`src/design/positional_pid_regulator_unit_defines.svh`:
```
// assertion macros for the positional pid regulator
// used by the top level only, expects clk and rst in scope
`ifndef POSITIONAL_PID_REGULATOR_UNIT_DEFINES_SVH
`define POSITIONAL_PID_REGULATOR_UNIT_DEFINES_SVH

// same-cycle implication
`define PPR_ASSERT_NOW(label, ante, cons, msg) \
  label: assert property (@(posedge clk) disable iff (rst) (ante) |-> (cons)) else $error(msg);

// next-cycle implication
`define PPR_ASSERT_NEXT(label, ante, cons, msg) \
  label: assert property (@(posedge clk) disable iff (rst) (ante) |=> (cons)) else $error(msg);

`endif

```
`src/design/ppr_pkg.sv`:
```
// shared types, widths and helpers for the positional pid regulator
// no dependencies
package ppr_pkg;

  localparam int SAMPLE_WIDTH   = 16;
  localparam int FRAC_BITS      = 8;
  localparam int GAIN_WIDTH     = 16;
  localparam int TIME_WIDTH     = 32;
  localparam int PERIOD_WIDTH   = 16;
  localparam int DRIVE_WIDTH    = 32;
  localparam int CFG_IDX_WIDTH  = 3;
  localparam int CFG_DATA_WIDTH = 32;

  localparam int ERR_WIDTH   = SAMPLE_WIDTH + 1;
  localparam int PROD_WIDTH  = GAIN_WIDTH + ERR_WIDTH;
  localparam int TERM_WIDTH  = PROD_WIDTH - FRAC_BITS;
  localparam int SUM_WIDTH   = ((TERM_WIDTH > DRIVE_WIDTH) ? TERM_WIDTH : DRIVE_WIDTH) + 2;

  localparam logic [CFG_IDX_WIDTH-1:0] REG_GAIN_PROP     = CFG_IDX_WIDTH'(0);
  localparam logic [CFG_IDX_WIDTH-1:0] REG_GAIN_INTEG    = CFG_IDX_WIDTH'(1);
  localparam logic [CFG_IDX_WIDTH-1:0] REG_GAIN_DERIV    = CFG_IDX_WIDTH'(2);
  localparam logic [CFG_IDX_WIDTH-1:0] REG_INTEG_CEILING = CFG_IDX_WIDTH'(3);
  localparam logic [CFG_IDX_WIDTH-1:0] REG_UPDATE_PERIOD = CFG_IDX_WIDTH'(4);

  localparam logic signed [DRIVE_WIDTH-1:0] DRIVE_MAX = {1'b0, {(DRIVE_WIDTH-1){1'b1}}};
  localparam logic signed [DRIVE_WIDTH-1:0] DRIVE_MIN = {1'b1, {(DRIVE_WIDTH-1){1'b0}}};

  typedef struct packed {
    logic signed [SAMPLE_WIDTH-1:0] target;
    logic signed [SAMPLE_WIDTH-1:0] measured;
    logic [TIME_WIDTH-1:0]          time_ms;
  } req_t;

  typedef struct packed {
    logic signed [DRIVE_WIDTH-1:0] drive;
    logic                          updated;
  } rsp_t;

  typedef struct packed {
    logic signed [GAIN_WIDTH-1:0]  gain_prop;
    logic signed [GAIN_WIDTH-1:0]  gain_integ;
    logic signed [GAIN_WIDTH-1:0]  gain_deriv;
    logic signed [DRIVE_WIDTH-1:0] integ_ceiling;
    logic [PERIOD_WIDTH-1:0]       update_period;
  } cfg_t;

  typedef struct packed {
    logic signed [SAMPLE_WIDTH-1:0] target;
    logic [TIME_WIDTH-1:0]          time_ms;
    logic signed [TERM_WIDTH-1:0]   prop_term;
    logic signed [TERM_WIDTH-1:0]   integ_term;
  } front_t;

  function automatic logic signed [DRIVE_WIDTH-1:0] sat_drive(
    input logic signed [SUM_WIDTH-1:0] v
  );
    logic signed [DRIVE_WIDTH-1:0] r;
    if (v > SUM_WIDTH'(DRIVE_MAX)) begin
      r = DRIVE_MAX;
    end else if (v < SUM_WIDTH'(DRIVE_MIN)) begin
      r = DRIVE_MIN;
    end else begin
      r = v[DRIVE_WIDTH-1:0];
    end
    return r;
  endfunction

  function automatic logic signed [TERM_WIDTH-1:0] scale_term(
    input logic signed [GAIN_WIDTH-1:0] gain,
    input logic signed [ERR_WIDTH-1:0]  val
  );
    logic signed [PROD_WIDTH-1:0] prod;
    prod = PROD_WIDTH'(gain) * PROD_WIDTH'(val);
    return prod[PROD_WIDTH-1:FRAC_BITS];
  endfunction

endpackage

```
`src/design/ppr_cfg.sv`:
```
// configuration registers of the positional pid regulator
// depends on ppr_pkg
module ppr_cfg (
  input  logic                                  clk,
  input  logic                                  rst,
  input  logic                                  cfg_we,
  input  logic [ppr_pkg::CFG_IDX_WIDTH-1:0]     cfg_index,
  input  logic [ppr_pkg::CFG_DATA_WIDTH-1:0]    cfg_data,
  output ppr_pkg::cfg_t                         cfg
);
  import ppr_pkg::*;

  always_ff @(posedge clk) begin
    if (rst) begin
      cfg.gain_prop     <= '0;
      cfg.gain_integ    <= '0;
      cfg.gain_deriv    <= '0;
      cfg.integ_ceiling <= DRIVE_MAX;
      cfg.update_period <= '0;
    end else if (cfg_we) begin
      case (cfg_index)
        REG_GAIN_PROP:     cfg.gain_prop     <= cfg_data[GAIN_WIDTH-1:0];
        REG_GAIN_INTEG:    cfg.gain_integ    <= cfg_data[GAIN_WIDTH-1:0];
        REG_GAIN_DERIV:    cfg.gain_deriv    <= cfg_data[GAIN_WIDTH-1:0];
        REG_INTEG_CEILING: cfg.integ_ceiling <= cfg_data[DRIVE_WIDTH-1:0];
        REG_UPDATE_PERIOD: cfg.update_period <= cfg_data[PERIOD_WIDTH-1:0];
        default: begin
        end
      endcase
    end
  end

endmodule

```
`src/design/ppr_front.sv`:
```
// input stage: registers the transaction with its proportional and integral terms
// depends on ppr_pkg
module ppr_front (
  input  logic            clk,
  input  logic            rst,
  input  logic            load,
  input  logic            drain,
  input  ppr_pkg::req_t   req,
  input  ppr_pkg::cfg_t   cfg,
  output logic            valid,
  output ppr_pkg::front_t data
);
  import ppr_pkg::*;

  logic signed [ERR_WIDTH-1:0] err;
  front_t                      data_next;

  always_comb begin
    err                  = ERR_WIDTH'(req.target) - ERR_WIDTH'(req.measured);
    data_next.target     = req.target;
    data_next.time_ms    = req.time_ms;
    data_next.prop_term  = scale_term(cfg.gain_prop, err);
    data_next.integ_term = scale_term(cfg.gain_integ, err);
  end

  always_ff @(posedge clk) begin
    if (rst) begin
      valid <= 1'b0;
    end else if (load) begin
      valid <= 1'b1;
    end else if (drain) begin
      valid <= 1'b0;
    end
  end

  always_ff @(posedge clk) begin
    if (load) begin
      data <= data_next;
    end
  end

endmodule

```
`src/design/ppr_core.sv`:
```
// regulator state: update gate, integral accumulator, derivative term and sum
// depends on ppr_pkg
module ppr_core (
  input  logic                                 clk,
  input  logic                                 rst,
  input  logic                                 step,
  input  ppr_pkg::front_t                      data,
  input  ppr_pkg::cfg_t                        cfg,
  output ppr_pkg::rsp_t                        rsp_next,
  output logic signed [ppr_pkg::DRIVE_WIDTH-1:0] held
);
  import ppr_pkg::*;

  logic signed [DRIVE_WIDTH-1:0]  integ_acc;
  logic signed [SAMPLE_WIDTH-1:0] prev_target;
  logic [TIME_WIDTH-1:0]          last_update_ms;
  logic signed [DRIVE_WIDTH-1:0]  held_drive;

  logic [TIME_WIDTH-1:0]          elapsed;
  logic                           due;
  logic signed [SUM_WIDTH-1:0]    acc_sum;
  logic signed [DRIVE_WIDTH-1:0]  integ_acc_next;
  logic signed [ERR_WIDTH-1:0]    target_diff;
  logic signed [TERM_WIDTH-1:0]   deriv_term;
  logic signed [SUM_WIDTH-1:0]    drive_sum;
  logic signed [DRIVE_WIDTH-1:0]  held_drive_next;

  always_comb begin
    elapsed     = data.time_ms - last_update_ms;
    due         = elapsed >= TIME_WIDTH'(cfg.update_period);
    acc_sum     = SUM_WIDTH'(integ_acc) + SUM_WIDTH'(data.integ_term);
    if (integ_acc < cfg.integ_ceiling) begin
      integ_acc_next = sat_drive(acc_sum);
    end else begin
      integ_acc_next = integ_acc;
    end
    target_diff = ERR_WIDTH'(prev_target) - ERR_WIDTH'(data.target);
    deriv_term  = scale_term(cfg.gain_deriv, target_diff);
    drive_sum   = SUM_WIDTH'(data.prop_term) + SUM_WIDTH'(deriv_term);
    if (cfg.gain_integ != '0) begin
      drive_sum = drive_sum + SUM_WIDTH'(integ_acc_next);
    end
    held_drive_next  = due ? sat_drive(drive_sum) : held_drive;
    rsp_next.drive   = held_drive_next;
    rsp_next.updated = due;
  end

  assign held = held_drive;

  always_ff @(posedge clk) begin
    if (rst) begin
      integ_acc      <= '0;
      prev_target    <= '0;
      last_update_ms <= '0;
      held_drive     <= '0;
    end else if (step && due) begin
      integ_acc      <= integ_acc_next;
      prev_target    <= data.target;
      last_update_ms <= data.time_ms;
      held_drive     <= held_drive_next;
    end
  end

endmodule

```
`src/design/positional_pid_regulator_unit.sv`:
```
// top level of the positional pid regulator
// depends on ppr_pkg, ppr_cfg, ppr_front, ppr_core and the assertion macro header
// req channel: req_valid/req_stall carry target, measured and a wrapping ms time stamp
// rsp channel: rsp_valid/rsp_stall carry the drive and an updated flag, one per request
// cfg port: cfg_we writes cfg_data to register cfg_index (0 prop gain, 1 integral gain,
//   2 derivative gain, 3 integral ceiling, 4 update period); other indexes are ignored
// a request is registered in the input stage, and its response then in the output register
// throughput: one transaction per cycle while rsp_stall is low; the state loop
//   (gate, accumulator, derivative multiply and saturating sum) updates with the output register
// update: when the time since the last update reaches the period the drive is recomputed,
//   otherwise the held drive is repeated with updated low
// reset: gains and period clear, ceiling goes to the largest positive value, regulator
//   state and both pipeline stages empty
// stall: a stalled response holds; one more request is taken into the input stage,
//   after which req_stall rises until the response is taken
module positional_pid_regulator_unit (
  input  logic                               clk,
  input  logic                               rst,
  input  logic                               req_valid,
  output logic                               req_stall,
  input  ppr_pkg::req_t                      req,
  output logic                               rsp_valid,
  input  logic                               rsp_stall,
  output ppr_pkg::rsp_t                      rsp,
  input  logic                               cfg_we,
  input  logic [ppr_pkg::CFG_IDX_WIDTH-1:0]  cfg_index,
  input  logic [ppr_pkg::CFG_DATA_WIDTH-1:0] cfg_data
);
  import ppr_pkg::*;

  `include "positional_pid_regulator_unit_defines.svh"

  cfg_t                          cfg;
  front_t                        front_data;
  logic                          front_valid;
  logic                          advance;
  logic                          drain;
  logic                          load;
  rsp_t                          rsp_next;
  logic signed [DRIVE_WIDTH-1:0] held;
  logic                          period_zero;

  assign advance   = !rsp_valid || !rsp_stall;
  assign drain     = front_valid && advance;
  assign req_stall = front_valid && !advance;
  assign load      = req_valid && !req_stall;

  ppr_cfg u_cfg (
    .clk       (clk),
    .rst       (rst),
    .cfg_we    (cfg_we),
    .cfg_index (cfg_index),
    .cfg_data  (cfg_data),
    .cfg       (cfg)
  );

  ppr_front u_front (
    .clk   (clk),
    .rst   (rst),
    .load  (load),
    .drain (drain),
    .req   (req),
    .cfg   (cfg),
    .valid (front_valid),
    .data  (front_data)
  );

  ppr_core u_core (
    .clk      (clk),
    .rst      (rst),
    .step     (drain),
    .data     (front_data),
    .cfg      (cfg),
    .rsp_next (rsp_next),
    .held     (held)
  );

  always_ff @(posedge clk) begin
    if (rst) begin
      rsp_valid <= 1'b0;
    end else if (drain) begin
      rsp_valid <= 1'b1;
    end else if (!rsp_stall) begin
      rsp_valid <= 1'b0;
    end
  end

  always_ff @(posedge clk) begin
    if (drain) begin
      rsp <= rsp_next;
    end
  end

  assign period_zero = (cfg.update_period == '0);

  `PPR_ASSERT_NOW(a_rsp_matches_held, rsp_valid, rsp.drive == held, "drive differs from held")
  `PPR_ASSERT_NOW(a_zero_period_updates, drain && period_zero, rsp_next.updated, "missed update")
  `PPR_ASSERT_NOW(a_empty_front_no_stall, !front_valid, !req_stall, "stall while empty")
  `PPR_ASSERT_NEXT(a_drain_fills_rsp, drain, rsp_valid, "response not loaded")

endmodule
```
`config.mk`:
```
export PLATFORM = sky130hd
export DESIGN_NAME = positional_pid_regulator_unit
export DESIGN_NICKNAME = d
export VERILOG_FILES = /design/src/design/ppr_pkg.sv /design/src/design/ppr_cfg.sv /design/src/design/ppr_front.sv /design/src/design/ppr_core.sv /design/src/design/positional_pid_regulator_unit.sv
export VERILOG_INCLUDE_DIRS = /design/src /design/src/design
export SDC_FILE = /design/constraint.sdc
export NUM_CORES = 2
export LEC_CHECK = 0
export BUFFER_PORTS_ARGS = -buffer_cell sky130_fd_sc_hd__clkbuf_2
export CAP_MARGIN = 15
export CORE_ASPECT_RATIO = 1.5
export CORE_MARGIN = 2
export CORE_UTILIZATION = 30
export DETAILED_ROUTE_END_ITERATION = 7
export MAX_ROUTING_LAYER = met4
export SLEW_MARGIN = 20
export SYNTH_ARGS = -nofsm -noshare
export SYNTH_HDL_FRONTEND = slang
export SYNTH_SLANG_ARGS = --single-unit
```
`constraint.sdc`:
```
create_clock -name clk -period 11.8 [get_ports clk]
set_input_delay 0.59 -clock clk [delete_from_list [all_inputs] [get_ports clk]]
set_output_delay 0.59 -clock clk [all_outputs]
set_load 0.02 [all_outputs]
```
==> metrics.yaml <==
areaGrowthSynthToFinish_pct: 14.2
r2r.worst_path.cells: 52
comb_power_share_pct: 62.0
irDropWorstVdd_mv: 0.135
rsz0062_at_grt: "true"
muxShareOfSynthArea_pct: 0.384
synth_compound_area_share_pct: 11.0
fp.coreArea_sq_um: 169000
syn_nets: 7154
start_util_pct: 30.2
grt-ovfl-total: 0
num_io_pins: 139
totalWireLength_microns: 155000
cpMostUsedCell: "fa_1"
yosys.area.top_type_share_pct: 32.5
syn_avg_cell_area_sq_um: 8.86
synthCells: 5776
finClkSkew_ns: 0.0549
power.total_mw: 7.05
reg2reg_setup_slack_ns: -0.33
p_leak_nw: 26.3
via_per_inst: 4.86
violations: "setup timing"
clkLatencyLatePin_ns: 0.62
antenna_found_initial: 17
synthXorXnorAreaFrac_pct: 3.49
die-width_microns: 341
required_ns: 12.12
nets: 7408
synth-edff-count: 131
worst_slew_pin_slew_ns: 1.04
fmax_mhz: 82.4
synth_fa_ha_area_share_pct: 43.5
swShare_pct: 44.5
wl_per_cell_microns: 18.6
gp_congestion: 0.898
grt_max_degree: 97
cts_sinks: 341
drive_above_1_share_pct: 12.0
setup_violations: 61
grt_pass1_wl_microns: 240000
yosys.area.top_type: "fa_1"
slowest_stage: "fa_1"
critPathLaunch: "u_front.data[82]$_DFFE_PP_"
clkPwrFrac_pct: 16.6
status: "finished with violations"
end_kind: "flip-flop"
synthDistinctLibCells: 87
synth_warnings: 0
drv_slew: 0
whs_path_depth: 1
cts_tree: "done"
maxSlewHeadroom_pct: 30.2
hp-class: "in2reg"
endpoint: "rsp[1]$_DFFE_PP_"
power_density_nw_per_um2: 121
die_y_microns: 510
dieArea_sq_um: 174000
final_common_cell: "inv_1"
synth_ff_type: "dfxtp_1"
stdcell_area_sq_um: 58500
regToRegEndpoint: "rsp[1]$_DFFE_PP_"
grt_pass1_vias: 42700
hpwl_microns: 125000
h-tree-depth: 2
io_buffers: 138
p_switching_mw: 3.13
period_needed_ns: 12.13
ys_seq_area_share_pct: 15.9
drc: 0
synth_top_family_by_area: "adder cells"
hold_viol_final: 0
postCtsHoldBufs: 0
crit_path_max_fanout: 24
layout_common_cells: "inv_1, nand2_1, fa_1"
setup_ws_ns: -0.330
dr.first_iter.drc_count: 2027
via_count: 40400
ys_ff_latch: 341
root_buffer: "clkbuf_16"
fin_crit_sh_pct: 103
p_int_mw: 3.91
max-cap-violations: 0
numCtsBuffers: 36
cts_buffer_depth: 3
syn_area_sq_um: 51200
worst_setup_path_start_kind: "flip-flop"
synth.top_cells.by_area: "fa_1, ha_1, dfxtp_1"
first_pass_iters: 8
track_usage_pct: 18.3
clk_pin_slew_worst_paths_ns: 0.06
arrival_ns: 12.45
drtAntennaViolNets: 0
r2r-start: "u_front.data[82]$_DFFE_PP_"
rows: 185
synth-simple-area-share_pct: 16.2
p_seq_share_pct: 21.3
async_flop_share_pct: 0
placedInstanceArea_sq_um: 56300
crit_type: "reg2reg"
slowest_delay_ns: 0.56
## logic make-up after synthesis
kind of cell | count (synthesis)
and+or+nand+nor | 1757
AOI/OAI and AO/OA | 897
adders and majority gates | 1281
DFF | 341
xor gates and xnor gates | 204
buffers and inverters | 1279
muxes | 17
## state kept, by name (all words and copies together) (netlist names)
| signal | count |
|---|---|
| u_core.integ_acc | 32 |
| u_cfg.cfg | 96 |
| u_front.valid | 1 |
| u_front.data | 98 |
| u_core.held | 32 |
| u_core.last_update_ms | 32 |
| u_core.prev_target | 16 |
| rsp_valid | 1 |
| rsp | 33 |
## how the worst min path moves through the flow
stage                                      startpoint                                      to  slack (ns)
2_1_floorplan            u_core.held[22]$_SDFFE_PP0P_            u_core.held[22]$_SDFFE_PP0P_        0.43
3_3_place_gp    u_core.last_update_ms[9]$_SDFFE_PP0P_   u_core.last_update_ms[9]$_SDFFE_PP0P_        0.44
3_5_place_dp   u_core.last_update_ms[14]$_SDFFE_PP0P_  u_core.last_update_ms[14]$_SDFFE_PP0P_        0.45
4_1_cts                                       req[15]              u_front.data[65]$_DFFE_PP_        0.14
5_1_grt                                        req[8]              u_front.data[58]$_DFFE_PP_        0.15
6_report                                      req[17]              u_front.data[67]$_DFFE_PP_        0.16
## critical path, delay by kind of cell, from the launching register on
family / cells / cell delay, ns
DFF: 1 / 0.40
and+or+nand+nor: 8 / 1.29
buffers and inverters: 7 / 0.89
muxes: 1 / 0.22
xor gates and xnor gates: 1 / 0.09
AOI/OAI and AO/OA: 23 / 4.20
adders and majority gates: 12 / 4.74
## metal layers
layer  vias up  global-route usage (%)  wire, microns
met2       971                    33.3          82100
li1      18800                       -              -
met5         -                       -              0
met4         0                    9.12           8900
met3       335                    1.47           6230
met1     20300                    19.8          57300
## power by group through the flow
stage                     Sequential (mW)  Clock, mW  Combinational (mW)
after floorplan                      1.51          0                2.39
after global placement               1.53          0                3.86
after detailed placement             1.53          0                3.90
after CTS                            1.51       1.20                4.16
after global routing                 1.52       1.24                4.77
final                                1.50       1.17                4.37
## Yosys cell counts (all sizes together) (9+ instances only)
library cell	number
inv	1023
nand2	850
fa	831
ha	443
a21oi	375
and2	293
clkbuf	216
dfxtp	210
nor2	204
o21ai	158
xnor2	140
edfxtp	131
a21o	81
nor2b	77
nor3	74
nand2b	66
xor2	64
nand3	57
a211oi	54
o211ai	45
buf	40
o21a	37
and3	24
nand3b	23
nand4	23
or3	17
a31oi	14
nor3b	13
mux2	12
nor4	11
o21bai	11
a211o	9
a21boi	9
o2111ai	9
o22ai	9
o31a	9
or2	9
## what timing repair did
item | CTS | global route
endpoints found under the setup margin | 64 | 64
cloned | 0 | 1
pin swaps | 51 | 87
endpoints found under the hold margin | 0 | 0
buffers inserted | 21 | 11
gates resized for setup | 67 | 85
## per-stage QoR
| step | setup TNS [ns] | util, % | hold WS (ns) | cells | setup slack, ns |
|---|---|---|---|---|---|
| 6_report | -12.63 | 34.5 | 0.155 | 8309 | -0.330 |
| 4_1_cts | -11.88 | 34.2 | 0.137 | 8291 | -0.335 |
| 5_1_grt | -44.86 | 34.5 | 0.148 | 8307 | -0.834 |
| 3_5_place_dp | -52.86 | 33.2 | 0.446 | 8205 | -0.957 |
| 2_1_floorplan | 0 | - | 0.434 | 5776 | 0.00760 |
| 3_3_place_gp | -47.75 | 33.2 | 0.442 | 8205 | -0.873 |
## final cells by class
class                   instances  area, sq um
diodes                          7         17.5
clock buffers                  47          992
clock inverters                19          178
fillers                     17600       111000
inverters                    1023         3840
multi-input cells            4157        39200
flip-flops and latches        341         8140
well taps                    2244         2810
repair buffers                471         3300
Note: power is estimated with default switching activity, not from simulation.
